[src/rtl/nbcs_pkg.sv]
// Shared types and constants for the nested block control stack.
// Depends on nothing; every module of the block imports it.
`timescale 1ns / 1ps

package nbcs_pkg;

	// default sizing
	localparam int STACK_DEPTH_DEF = 16;
	localparam int NUM_LINES_DEF   = 2048;

	// fixed field widths
	localparam int OP_W    = 3;
	localparam int LINE_W  = 11;
	localparam int DEPTH_W = 5;
	localparam int ERR_W   = 3;

	// depth limit after reset
	localparam logic [DEPTH_W-1:0] LIMIT_RESET = 5'd16;

	// frame kinds
	localparam logic KIND_IF    = 1'b0;
	localparam logic KIND_WHILE = 1'b1;

	typedef enum logic [OP_W-1:0] {
		OP_IF       = 3'd0,
		OP_ELIF     = 3'd1,
		OP_ELSE     = 3'd2,
		OP_ENDIF    = 3'd3,
		OP_WHILE    = 3'd4,
		OP_ENDWHILE = 3'd5,
		OP_PLAIN    = 3'd6
	} op_t;

	typedef enum logic [ERR_W-1:0] {
		ERR_OK       = 3'd0,
		ERR_DEEP     = 3'd1,
		ERR_ELIF     = 3'd2,
		ERR_ELSE     = 3'd3,
		ERR_ENDIF    = 3'd4,
		ERR_ENDWHILE = 3'd5,
		ERR_HALTED   = 3'd6
	} err_t;

	typedef struct packed {
		logic [OP_W-1:0]   op;
		logic              cond;
		logic [LINE_W-1:0] line_index;
	} item_t;

	typedef struct packed {
		logic               active;
		logic               cond_used;
		logic               jump;
		logic [LINE_W-1:0]  jump_line;
		logic [DEPTH_W-1:0] depth_now;
		logic [ERR_W-1:0]   error_code;
	} result_t;

	// controller to datapath
	typedef struct packed {
		logic step;    // item accepted this cycle
		logic halted;  // block is halted after an error
		logic cfg_wr;  // depth limit write
	} ctl_cmd_t;

	// datapath to controller
	typedef struct packed {
		logic fault;   // accepted item raised an error
	} ctl_status_t;

endpackage

[src/rtl/nbcs_ctrl.sv]
// Controller of the nested block control stack: run/halt state machine,
// handshakes and the command bundle for the datapath. Uses nbcs_pkg.
`timescale 1ns / 1ps

module nbcs_ctrl (
	input  logic                 clk,
	input  logic                 arst_n,
	input  logic                 start,
	input  logic                 cfg_valid,
	output logic                 cfg_ready,
	output logic                 busy,
	output nbcs_pkg::ctl_cmd_t   cmd,
	input  nbcs_pkg::ctl_status_t status
);
	import nbcs_pkg::*;

	typedef enum logic [1:0] {
		ST_RUN  = 2'b01,
		ST_HALT = 2'b10
	} state_t;

	state_t state_q, state_d;

	// every item finishes in its accept cycle
	assign busy      = 1'b0;
	assign cfg_ready = 1'b1;

	assign cmd.step   = start & ~busy;
	assign cmd.halted = (state_q == ST_HALT);
	assign cmd.cfg_wr = cfg_valid & cfg_ready;

	// an error halts the block until reset
	always_comb begin
		state_d = state_q;
		unique case (state_q)
			ST_RUN: begin
				if (cmd.step && status.fault) state_d = ST_HALT;
			end
			ST_HALT: state_d = ST_HALT;
			default: state_d = ST_RUN;
		endcase
	end

	always_ff @(posedge clk or negedge arst_n) begin
		if (!arst_n) state_q <= ST_RUN;
		else         state_q <= state_d;
	end

endmodule

[src/rtl/nbcs_datapath.sv]
// Datapath of the nested block control stack: frame storage, depth
// counter, depth limit register, step logic and result register. Uses nbcs_pkg.
`timescale 1ns / 1ps

module nbcs_datapath #(
	parameter int STACK_DEPTH = nbcs_pkg::STACK_DEPTH_DEF,
	parameter int NUM_LINES   = nbcs_pkg::NUM_LINES_DEF
) (
	input  logic                        clk,
	input  logic                        arst_n,
	input  nbcs_pkg::ctl_cmd_t          cmd,
	output nbcs_pkg::ctl_status_t       status,
	input  nbcs_pkg::item_t             item,
	input  logic [nbcs_pkg::DEPTH_W-1:0] cfg_data,
	output nbcs_pkg::result_t           result,
	output logic                        done
);
	import nbcs_pkg::*;

	localparam int CNT_W = $clog2(STACK_DEPTH + 1);
	localparam int IDX_W = $clog2(STACK_DEPTH);

	// frame stack; supb marks a frame opened under a suppressed outer block
	logic [STACK_DEPTH-1:0] kind_q, exec_q, taken_q, supb_q;
	logic [LINE_W-1:0]      line_q [STACK_DEPTH];
	logic [CNT_W-1:0]       depth_q, depth_d;
	logic [DEPTH_W-1:0]     limit_q;

	result_t result_q;
	logic    done_q;

	logic [IDX_W-1:0]  top_idx, push_idx, wr_idx;
	logic              has_top, kind_t, exec_t, taken_t, supb_t, outer_push;
	logic [LINE_W-1:0] line_t, line_clamped;
	logic [CNT_W-1:0]  limit_eff;

	err_t              err;
	logic              cond_used, jump, active_c, commit;
	logic [LINE_W-1:0] jline;
	logic              do_push, do_pop, do_upd;
	logic              new_kind, new_exec, new_taken;

	// top of stack read
	assign has_top  = (depth_q != '0);
	assign top_idx  = IDX_W'(depth_q - CNT_W'(1));
	assign push_idx = IDX_W'(depth_q);
	assign kind_t   = kind_q[top_idx];
	assign exec_t   = exec_q[top_idx];
	assign taken_t  = taken_q[top_idx];
	assign supb_t   = supb_q[top_idx];
	assign line_t   = line_q[top_idx];

	// a new frame sees suppression if the current top or anything below is off
	assign outer_push = has_top & (supb_t | ~exec_t);

	// limit clipped to the stack size
	always_comb begin
		if (32'(limit_q) > STACK_DEPTH) limit_eff = CNT_W'(STACK_DEPTH);
		else                            limit_eff = CNT_W'(limit_q);
	end

	// line clamp
	always_comb begin
		if (17'(item.line_index) >= 17'(NUM_LINES)) line_clamped = LINE_W'(NUM_LINES - 1);
		else                                        line_clamped = item.line_index;
	end

	// step decode
	always_comb begin
		err       = ERR_OK;
		cond_used = 1'b0;
		jump      = 1'b0;
		jline     = '0;
		do_push   = 1'b0;
		do_pop    = 1'b0;
		do_upd    = 1'b0;
		new_kind  = KIND_IF;
		new_exec  = exec_t;
		new_taken = taken_t;
		active_c  = ~has_top | ~(supb_t | ~exec_t);
		if (cmd.halted) begin
			err = ERR_HALTED;
		end else begin
			unique case (op_t'(item.op))
				OP_IF, OP_WHILE: begin
					if (depth_q >= limit_eff) begin
						err = ERR_DEEP;
					end else begin
						do_push  = 1'b1;
						new_kind = (op_t'(item.op) == OP_WHILE) ? KIND_WHILE : KIND_IF;
						if (outer_push) begin
							new_exec  = 1'b0;
							new_taken = (op_t'(item.op) == OP_IF);
						end else begin
							cond_used = 1'b1;
							new_exec  = item.cond;
							new_taken = (op_t'(item.op) == OP_IF) & item.cond;
						end
						active_c = ~(outer_push | ~new_exec);
					end
				end
				OP_ELIF, OP_ELSE, OP_ENDIF: begin
					if (!has_top || kind_t != KIND_IF) begin
						if (op_t'(item.op) == OP_ELIF)      err = ERR_ELIF;
						else if (op_t'(item.op) == OP_ELSE) err = ERR_ELSE;
						else                                err = ERR_ENDIF;
					end else if (op_t'(item.op) == OP_ENDIF) begin
						do_pop   = 1'b1;
						active_c = ~supb_t;
					end else begin
						do_upd = 1'b1;
						if (supb_t) begin
							new_exec = 1'b0;
						end else if (op_t'(item.op) == OP_ELSE) begin
							new_exec = ~taken_t;
						end else if (taken_t) begin
							new_exec = 1'b0;
						end else begin
							cond_used = 1'b1;
							new_exec  = item.cond;
							new_taken = taken_t | item.cond;
						end
						active_c = ~(supb_t | ~new_exec);
					end
				end
				OP_ENDWHILE: begin
					if (!has_top || kind_t != KIND_WHILE) begin
						err = ERR_ENDWHILE;
					end else begin
						do_pop   = 1'b1;
						jump     = exec_t;
						jline    = exec_t ? line_t : '0;
						active_c = ~supb_t;
					end
				end
				default: ; // plain statement and the unused code
			endcase
		end
	end

	assign status.fault = cmd.step & ~cmd.halted & (err != ERR_OK);
	assign commit       = cmd.step & ~cmd.halted & (err == ERR_OK);
	assign wr_idx       = do_push ? push_idx : top_idx;

	// depth after the step
	always_comb begin
		depth_d = depth_q;
		if (commit && do_push)     depth_d = depth_q + CNT_W'(1);
		else if (commit && do_pop) depth_d = depth_q - CNT_W'(1);
	end

	// frame writes
	always_ff @(posedge clk) begin
		if (commit && do_push) begin
			kind_q[wr_idx] <= new_kind;
			supb_q[wr_idx] <= outer_push;
			line_q[wr_idx] <= line_clamped;
		end
		if (commit && (do_push || do_upd)) begin
			exec_q[wr_idx]  <= new_exec;
			taken_q[wr_idx] <= new_taken;
		end
	end

	// control registers
	always_ff @(posedge clk or negedge arst_n) begin
		if (!arst_n) begin
			depth_q <= '0;
			limit_q <= LIMIT_RESET;
			done_q  <= 1'b0;
		end else begin
			depth_q <= depth_d;
			done_q  <= cmd.step;
			if (cmd.cfg_wr) limit_q <= cfg_data;
		end
	end

	// result register
	always_ff @(posedge clk) begin
		if (cmd.step) begin
			result_q.active     <= active_c;
			result_q.cond_used  <= cond_used;
			result_q.jump       <= jump;
			result_q.jump_line  <= jline;
			result_q.depth_now  <= DEPTH_W'(depth_d);
			result_q.error_code <= err;
		end
	end

	assign result = result_q;
	assign done   = done_q;

endmodule

[src/rtl/nested_block_control_stack.sv]
// Top level of the nested block control stack: controller plus datapath.
// Depends on nbcs_pkg, nbcs_ctrl and nbcs_datapath.
`timescale 1ns / 1ps

// One line event is taken per clock: busy never rises, so an item is
// accepted at every edge where start is high. Its result appears on
// result in the cycle after acceptance, flagged by done for exactly one cycle; the
// receiver cannot stall, so it must sample result whenever done is high.
// The whole step (top-of-stack read, decode, frame write) fits in the
// accept cycle, which sets the rate at one item per cycle. After any
// error the block reports the halted code for every later item until
// reset. The depth limit may be written at any time the block is idle;
// cfg_ready is always high.
module nested_block_control_stack #(
	parameter int STACK_DEPTH = nbcs_pkg::STACK_DEPTH_DEF,
	parameter int NUM_LINES   = nbcs_pkg::NUM_LINES_DEF
) (
	input  logic                         clk,
	input  logic                         arst_n,
	input  logic                         start,
	output logic                         busy,
	input  nbcs_pkg::item_t              item,
	output logic                         done,
	output nbcs_pkg::result_t            result,
	input  logic                         cfg_valid,
	output logic                         cfg_ready,
	input  logic [nbcs_pkg::DEPTH_W-1:0] cfg_data
);
	import nbcs_pkg::*;

	ctl_cmd_t    cmd;
	ctl_status_t status;

	nbcs_ctrl u_ctrl (
		.clk       (clk),
		.arst_n    (arst_n),
		.start     (start),
		.cfg_valid (cfg_valid),
		.cfg_ready (cfg_ready),
		.busy      (busy),
		.cmd       (cmd),
		.status    (status)
	);

	nbcs_datapath #(
		.STACK_DEPTH (STACK_DEPTH),
		.NUM_LINES   (NUM_LINES)
	) u_datapath (
		.clk      (clk),
		.arst_n   (arst_n),
		.cmd      (cmd),
		.status   (status),
		.item     (item),
		.cfg_data (cfg_data),
		.result   (result),
		.done     (done)
	);

endmodule

[config.mk]
export PLATFORM = sky130hd
export DESIGN_NAME = nested_block_control_stack
export DESIGN_NICKNAME = d
export VERILOG_FILES = /design/src/rtl/nbcs_pkg.sv /design/src/rtl/nbcs_ctrl.sv /design/src/rtl/nbcs_datapath.sv /design/src/rtl/nested_block_control_stack.sv
export SDC_FILE = /design/constraint.sdc
export NUM_CORES = 1
export LEC_CHECK = 0
export BUFFER_PORTS_ARGS = -buffer_cell sky130_fd_sc_hd__buf_2
export CAP_MARGIN = 20
export CORE_MARGIN = 5
export CORE_UTILIZATION = 45
export DETAILED_ROUTE_END_ITERATION = 6
export SYNTH_ARGS = -nofsm -noshare
export SYNTH_HDL_FRONTEND = slang
export SYNTH_SLANG_ARGS = --single-unit
[constraint.sdc]
create_clock -name clk -period 7.2 [get_ports clk]
set_input_delay 1.08 -clock clk [delete_from_list [all_inputs] [get_ports clk]]
set_output_delay 1.08 -clock clk [all_outputs]
set_load 0.1 [all_outputs]
==> results.md, run 1 <==
## CTS
• root buffer selected by CTS: sky130_fd_sc_hd__clkbuf_16
• cts bufs inserted: 29
• clk sink count: 275
• clock insertion delay at the later pin of the skew report: 0.55 ns
• number of buffers on the longest clock path: 3
• number of gates given a new drive strength after cts: 0
• deepest level of the CTS H-tree: 1
• hold buffers post-CTS: 0
• TritonCTS clock tree: done
• clock edge transition at the registers on the reported setup and hold paths: 0.06 ns
• number of buffers inserted by post-CTS setup repair: 0

## Status
• run status: complete, no violations

## Drt
• Detailed Route Iter0 Violations: 542
• vias: 5963
• post-route ant nets: 0
• Via density: 5.79
• detailed-route DRC error count: 0
• final routed wirelength across all metal layers: 24300 um
• wire length per cell: 23.6 um
• number of detailed-route iterations in the first pass: 5

## Hold path
• Hold Crit Class: input pin to async pin

## Floorplan
• starting density of the core: 45.6%
• die extent in y: 170 um
• Total Die Area: 0.0288 mm2
• std cell rows: 58
• x dimension of the die: 170 um
• I/O pin cnt: 49
• Core Box Area: 0.0251 mm2

## Yosys
• Synthesis Warnings: 0
• sequential cell area fraction in the yosys report: 71.5%
• async set-or-reset flop fraction in the synthesized netlist: 4.73%
• syn avg cell area: 18.6 um2
• post-synthesis net count: 649
• number of distinct library cells after synthesis: 63
• number of flops mapped to enable cells by yosys: 262
• post-synthesis register bit count: 275
• Syn Std Cell Area: 0.0115 mm2
• count of mapped cells out of synthesis: 615
• commonest register cell after synthesis: sky130_fd_sc_hd__edfxtp_1

## Finish
• fraction of layout cells with a size suffix above 1: 28.9%
• Synth-to-Final Area Change: 14.1%
• number of antenna cells inserted: 0
• # nets final: 711

## Global route
• global-route wire length before repair: 37200 um
• pin count of the biggest net entering global routing: 57
• vias in the first global route: 6026
• initial antenna violation count: 0
• met1 Track Usage GR: 24.9%
• aggregate global-route resource usage: 17.1%
• met3 Usage GRT: 2.96%
• GR peak layer: met2
• met2 global-route usage: 27.3%
• grt ovf: 0

## Critical path
• sort of element at the end of the critical path: flop
• critical path data required time: 7.41 ns
• slack of the worst reg-to-reg path: 2.28 ns
• endpoint arrival time on the critical path: 5.13 ns
• worst r2r path cells: 10
• Critical R2R Launch: u_datapath.depth_q[1]$_DFF_PN0_
• endpoint of the worst-slack reg-to-reg timing path: u_datapath.exec_q[6]$_DFFE_PP_
• type of the worst setup path: flop to flop
• category of the worst setup path launch point: flop
• largest fanout on the critical path: 27

## Pwr
• Worst VDD drop: 0.367 mV
• Pwr Density: 444 mW/mm2
• overall power of the completed layout: 0.00580 W
• Leakage: 4.38 nW

## Timing
• aggregate negative setup slack: 0 ns
• Tightest Pin Transition: 1.06 ns
• highest clock rate: 203 MHz
• max-slew violations: 0
• final setup violation count: 0
• final critical path time including I/O delays and setup: 4.92 ns
• Slew HR: 27.1%
• unrepaired setup endpoints after global routing: no
• share of the clock period used by the worst path: 68.3%
• post-route clock skew: 0.0112 ns
• count of endpoints failing hold in the final timing report: 0

## Run
• max-cap viol count: 0

## Placement
• HPWL after DPL: 15100 um
• quantity of I/O buffers inserted on ports: 46
• routability congestion estimate: 0.803

synthesized netlist by cell type, drive strengths merged (2+ instances only):
master / n / area share (%)
a211o: 2 / 0.15
a211oi: 3 / 0.20
a21boi: 2 / 0.13
a21o: 6 / 0.40
a21oi: 20 / 0.87
a22o: 2 / 0.15
a311o: 2 / 0.17
a31oi: 3 / 0.16
and2: 2 / 0.11
and3: 12 / 0.66
buf: 16 / 0.76
clkbuf: 19 / 0.62
conb: 2 / 0.066
dfrtp: 11 / 2.4
dfstp: 2 / 0.46
edfxtp: 262 / 69
ha: 10 / 1.1
inv: 14 / 0.46
mux2: 7 / 0.69
mux2i: 6 / 0.52
mux4: 71 / 14
nand2: 22 / 0.72
nand2b: 4 / 0.22
nand3: 5 / 0.22
nand4: 5 / 0.27
nor2: 23 / 0.75
nor2b: 6 / 0.33
nor3: 24 / 1.0
nor4: 3 / 0.29
nor4b: 3 / 0.23
o21a: 3 / 0.20
o21ai: 11 / 0.48
o22ai: 3 / 0.16
or2: 2 / 0.11
or3: 5 / 0.32
xnor2: 3 / 0.23
xor2: 3 / 0.39
report_power, final:
group	internal, W	leakage (nW)	switching (W)
clock	0.000783	0.428	0.000588
sequential	0.00201	2.53	0.0000855
combinational	0.000915	1.42	0.00142
registers in the layout, summed over array words and instances (netlist names):
| name | flops |
|---|---|
| u_ctrl.state_q | 2 |
| u_datapath.depth_q | 5 |
| u_datapath.done | 1 |
| u_datapath.exec_q | 16 |
| u_datapath.kind_q | 16 |
| u_datapath.limit_q | 5 |
| u_datapath.line_q | 176 |
| u_datapath.result | 22 |
| u_datapath.supb_q | 16 |
| u_datapath.taken_q | 16 |
cells in the final DEF, fill, tap and decap left out, types with 4 or more instances in the layout:
cell,n
sky130_fd_sc_hd__nand2_1,22
sky130_fd_sc_hd__or3_1,4
sky130_fd_sc_hd__buf_4,18
sky130_fd_sc_hd__nand4_1,5
sky130_fd_sc_hd__nand3_1,5
sky130_fd_sc_hd__a21oi_1,20
sky130_fd_sc_hd__nor3_1,19
sky130_fd_sc_hd__buf_2,46
sky130_fd_sc_hd__mux2_2,7
sky130_fd_sc_hd__nor2_1,23
sky130_fd_sc_hd__dfrtp_1,10
sky130_fd_sc_hd__nor3_4,4
sky130_fd_sc_hd__clkbuf_16,29
sky130_fd_sc_hd__nand2b_1,4
sky130_fd_sc_hd__edfxtp_1,262
sky130_fd_sc_hd__clkbuf_1,8
sky130_fd_sc_hd__and3_1,12
sky130_fd_sc_hd__a21o_1,5
sky130_fd_sc_hd__mux2i_1,6
sky130_fd_sc_hd__ha_1,9
sky130_fd_sc_hd__inv_1,14
sky130_fd_sc_hd__nor2b_1,6
sky130_fd_sc_hd__mux4_2,70
sky130_fd_sc_hd__clkinv_1,8
sky130_fd_sc_hd__o21ai_0,10
logic make-up (layout without fill, tap and decap cells):
| family | count (synthesis) | after routing | share of synthesized area [%] |
|---|---|---|---|
| AND/OR/NAND/NOR | 122 | 122 | 5.76 |
| flip-flops | 275 | 275 | 71.5 |
| AO/OA/AOI/OAI | 67 | 67 | 3.89 |
| buffers and inverters | 49 | 134 | 1.85 |
| multiplexers | 84 | 84 | 15.2 |
| XOR/XNOR | 6 | 6 | 0.623 |
| other | 2 | 2 | 0.0655 |
| adder cells (fa/ha/maj) | 10 | 10 | 1.09 |
critical path, cell delays in order, from the launching register on:
cell                      delay, ns
sky130_fd_sc_hd__dfrtp_1       0.69
sky130_fd_sc_hd__inv_1         0.25
sky130_fd_sc_hd__ha_2          0.90
sky130_fd_sc_hd__buf_4         0.43
sky130_fd_sc_hd__mux4_2        0.54
sky130_fd_sc_hd__a22o_1        0.24
sky130_fd_sc_hd__a211o_1       0.39
sky130_fd_sc_hd__nor3b_1       0.27
sky130_fd_sc_hd__o21a_1        0.19
sky130_fd_sc_hd__o21ai_0       0.28
sky130_fd_sc_hd__nor3_1        0.38
how the worst max path moves through the flow:
stage	startpoint	endpoint	slack [ns]	depth (start not counted)
5_1_grt	u_datapath.depth_q[1]$_DFF_PN0_	u_datapath.taken_q[4]$_DFFE_PP_	2.01	10
2_1_floorplan	u_datapath.depth_q[0]$_DFF_PN0_	u_datapath.taken_q[0]$_DFFE_PP_	2.61	11
3_5_place_dp	u_datapath.depth_q[1]$_DFF_PN0_	u_datapath.taken_q[6]$_DFFE_PP_	2.27	10
6_report	u_datapath.depth_q[1]$_DFF_PN0_	u_datapath.exec_q[6]$_DFFE_PP_	2.28	10
4_1_cts	u_datapath.depth_q[1]$_DFF_PN0_	u_datapath.taken_q[6]$_DFFE_PP_	2.25	10
3_3_place_gp	u_datapath.depth_q[0]$_DFF_PN0_	u_datapath.exec_q[10]$_DFFE_PP_	2.48	10
through the flow:
step	util [%]	hold slack (ns)	setup slack (ns)	area, um2	std cells
after CTS	51.9	0.405	2.25	13000	1028
after global placement	48.4	0.503	2.48	12200	974
final	52.1	0.415	2.28	13100	1030
after global routing	52.1	0.421	2.01	13100	1030
after detailed placement	48.4	0.508	2.27	12200	974
after floorplan	-	0.473	2.61	11500	615
routing by layer:
metal  routed length (um)  vias up
met1                10600     3074
met3                 1530       31
li1                     -     2654
met5                    0        -
met2                11800      204
met4                  408        0
area by class of cell:
| cell class | instances | area [um2] |
|---|---|---|
| Clock inverter | 17 | 129 |
| Inverter | 14 | 52.6 |
| Tap cell | 330 | 413 |
| Timing Repair Buffer | 66 | 393 |
| Fill cell | 2031 | 12000 |
| Multi-Input combinational cell | 291 | 3130 |
| Sequential cell | 275 | 8200 |
| Clock buffer | 37 | 756 |
Note: power is estimated with default switching activity, not from simulation.
==> run 2: changes to the inputs <==
==> constraint.sdc (replaced) <==
create_clock -name clk -period 4.9 [get_ports clk]
set_input_delay 0.735 -clock clk [delete_from_list [all_inputs] [get_ports clk]]
set_output_delay 0.735 -clock clk [all_outputs]
set_load 0.1 [all_outputs]
==> results.md, run 2 (same netlist as run 1, synthesis figures left out) <==
## Timing
• final critical path time including I/O delays and setup: 4.19 ns
• fin worst setup slack: 0.707 ns
• aggregate negative setup slack: 0 ns
• count of endpoints failing hold in the final timing report: 0
• post-route clock skew: 0.0118 ns
• max-slew violations: 0
• share of the clock period used by the worst path: 85.6%
• worst hold-check slack: 0.0802 ns
• Tightest Pin Transition: 1.01 ns
• unrepaired setup endpoints after global routing: no
• final setup violation count: 0
• highest clock rate: 239 MHz
• Slew HR: 30.9%

## Drt
• amount of wire on met3 after detailed routing: 1510 um
• final routed wirelength across all metal layers: 24700 um
• DRT met1 WL: 10500 um
• post-route ant nets: 0
• detailed-route DRC error count: 0
• met2 wire len: 12300 um
• top layer used by detailed routing: met4
• number of detailed-route iterations in the first pass: 5
• vias: 6018
• Detailed Route Iter0 Violations: 616
• wire length per cell: 23.7 um
• Via density: 5.77

## Floorplan
• Total Die Area: 0.0288 mm2
• starting density of the core: 45.6%
• die extent in y: 170 um
• x dimension of the die: 170 um
• I/O pin cnt: 49
• Core Box Area: 0.0251 mm2
• std cell rows: 58

## Pwr
• Leakage: 4.43 nW
• Worst VDD drop: 0.455 mV
• clock share of power: 22.5%
• cell internal power dissipation: 0.00541 W
• Pwr Density: 647 mW/mm2
• share of power burned in registers: 35.8%
• Sw Ratio: 36.3%
• portion of total power attributed to combinational logic: 41.7%
• sw power: 0.00308 W

## CTS
• TritonCTS clock tree: done
• clock edge transition at the registers on the reported setup and hold paths: 0.06 ns
• deepest level of the CTS H-tree: 1
• number of buffers inserted by post-CTS setup repair: 0
• root buffer selected by CTS: sky130_fd_sc_hd__clkbuf_16
• hold buffers post-CTS: 0
• cts bufs inserted: 28
• number of gates given a new drive strength after cts: 0
• clock insertion delay at the later pin of the skew report: 0.55 ns
• clk sink count: 275
• number of buffers on the longest clock path: 3

## Critical path
• worst r2r path cells: 12
• endpoint arrival time on the critical path: 4.45 ns
• Critical R2R Launch: u_datapath.depth_q[0]$_DFF_PN0_
• type of the worst setup path: flop to flop
• sort of element at the end of the critical path: flop
• slack of the worst reg-to-reg path: 0.71 ns
• category of the worst setup path launch point: flop
• largest fanout on the critical path: 16
• endpoint of the worst-slack reg-to-reg timing path: u_datapath.exec_q[2]$_DFFE_PP_
• critical path data required time: 5.16 ns

## Hold path
• Hold Crit Class: input pin to async pin

## Global route
• vias in the first global route: 6084
• global-route wire length before repair: 37500 um
• initial antenna violation count: 1
• aggregate global-route resource usage: 17.3%
• pin count of the biggest net entering global routing: 42
• grt ovf: 0

## Placement
• dpl ws: 0.789 ns
• Area after DPL: 0.0123 mm2
• HPWL after DPL: 15800 um
• quantity of I/O buffers inserted on ports: 46
• routability congestion estimate: 0.918

## Run
• max-cap viol count: 0

## Status
• run status: complete, no violations

## Finish
• Synth-to-Final Area Change: 14.4%
• most common library cell in the layout ignoring fill and taps: sky130_fd_sc_hd__edfxtp_1
• number of antenna cells inserted: 0
• flip-flop count of the largest register, all copies and words added: 176
• most frequent cells in the layout: 262 x sky130_fd_sc_hd__edfxtp_1, 70 x sky130_fd_sc_hd__mux4_2, 46 x sky130_fd_sc_hd__buf_2, 35 x sky130_fd_sc_hd__buf_4, 28 x sky130_fd_sc_hd__clkbuf_16
• multi-input logic area: 0.00311 mm2
• total area of sequential cells: 0.00820 mm2
• register with the most flip-flops: u_datapath.line_q
• # nets final: 726
• number of fill cells: 2007
• fraction of layout cells with a size suffix above 1: 30.6%
• Non-Filler Cell Area, Final: 0.0131 mm2

[run 2: cell types whose count changed in the layout (fill, tap and decap cells not counted), sizes merged]
cell	before	now
buf	65	81
clkbuf	38	34
clkinv	12	16
inv	17	14
bufinv	1	0
clkinvlp	1	2
[run 2: cell type report]
class / count / share of cell area, %
Clock buffer: 33 / 5.49
Clock inverter: 18 / 0.869
Inverter: 14 / 0.401
Multi-Input combinational cell: 291 / 23.7
Sequential cell: 275 / 62.6
Tap cell: 330 / 3.15
Timing Repair Buffer: 82 / 3.80
[run 2: worst max-delay path, cell delays in order (launching register included)]
cell	delay, ns
sky130_fd_sc_hd__dfrtp_4	0.47
sky130_fd_sc_hd__inv_1	0.20
sky130_fd_sc_hd__buf_4	0.21
sky130_fd_sc_hd__ha_1	0.45
sky130_fd_sc_hd__xnor2_2	0.20
sky130_fd_sc_hd__buf_4	0.26
sky130_fd_sc_hd__mux4_2	0.32
sky130_fd_sc_hd__a22o_1	0.20
sky130_fd_sc_hd__a211o_1	0.37
sky130_fd_sc_hd__nor2_1	0.29
sky130_fd_sc_hd__a21oi_1	0.11
sky130_fd_sc_hd__nor3_1	0.24
sky130_fd_sc_hd__a311o_1	0.56
[run 2: per-stage QoR]
stage          power [W]  instances  util [%]
6_report         0.00848       1043      52.2
5_1_grt          0.00888       1043      52.2
4_1_cts          0.00854       1042      52.2
3_5_place_dp     0.00663        991      48.9
3_3_place_gp     0.00656        991      48.9
2_1_floorplan    0.00563        615         -
[run 2: worst max path at each step]
| stage | start | to | slack (ns) | cells past startpoint |
|---|---|---|---|---|
| 2_1_floorplan | u_datapath.depth_q[0]$_DFF_PN0_ | u_datapath.taken_q[0]$_DFFE_PP_ | 0.31 | 11 |
| 3_3_place_gp | u_datapath.depth_q[0]$_DFF_PN0_ | u_datapath.exec_q[6]$_DFFE_PP_ | 0.90 | 8 |
| 3_5_place_dp | u_datapath.depth_q[0]$_DFF_PN0_ | u_datapath.exec_q[6]$_DFFE_PP_ | 0.79 | 8 |
| 4_1_cts | u_datapath.depth_q[0]$_DFF_PN0_ | u_datapath.exec_q[2]$_DFFE_PP_ | 0.74 | 8 |
| 5_1_grt | u_datapath.depth_q[0]$_DFF_PN0_ | u_datapath.exec_q[2]$_DFFE_PP_ | 0.50 | 12 |
| 6_report | u_datapath.depth_q[0]$_DFF_PN0_ | u_datapath.exec_q[2]$_DFFE_PP_ | 0.71 | 12 |
[run 2: metal layers]
metal | track usage (%) | vias up
li1 | - | 2664
met1 | 24.3 | 3090
met2 | 28.9 | 220
met3 | 2.73 | 44
met4 | 3.78 | 0
met5 | 0 | -
[run 2: power groups by stage]
stage               logic [W]  registers (W)  clock network, W
CTS                   0.00356        0.00304           0.00194
finish                0.00354        0.00304           0.00190
floorplan             0.00229        0.00334                 0
global placement      0.00349        0.00308                 0
detailed placement    0.00354        0.00308                 0
global route          0.00378        0.00305           0.00205
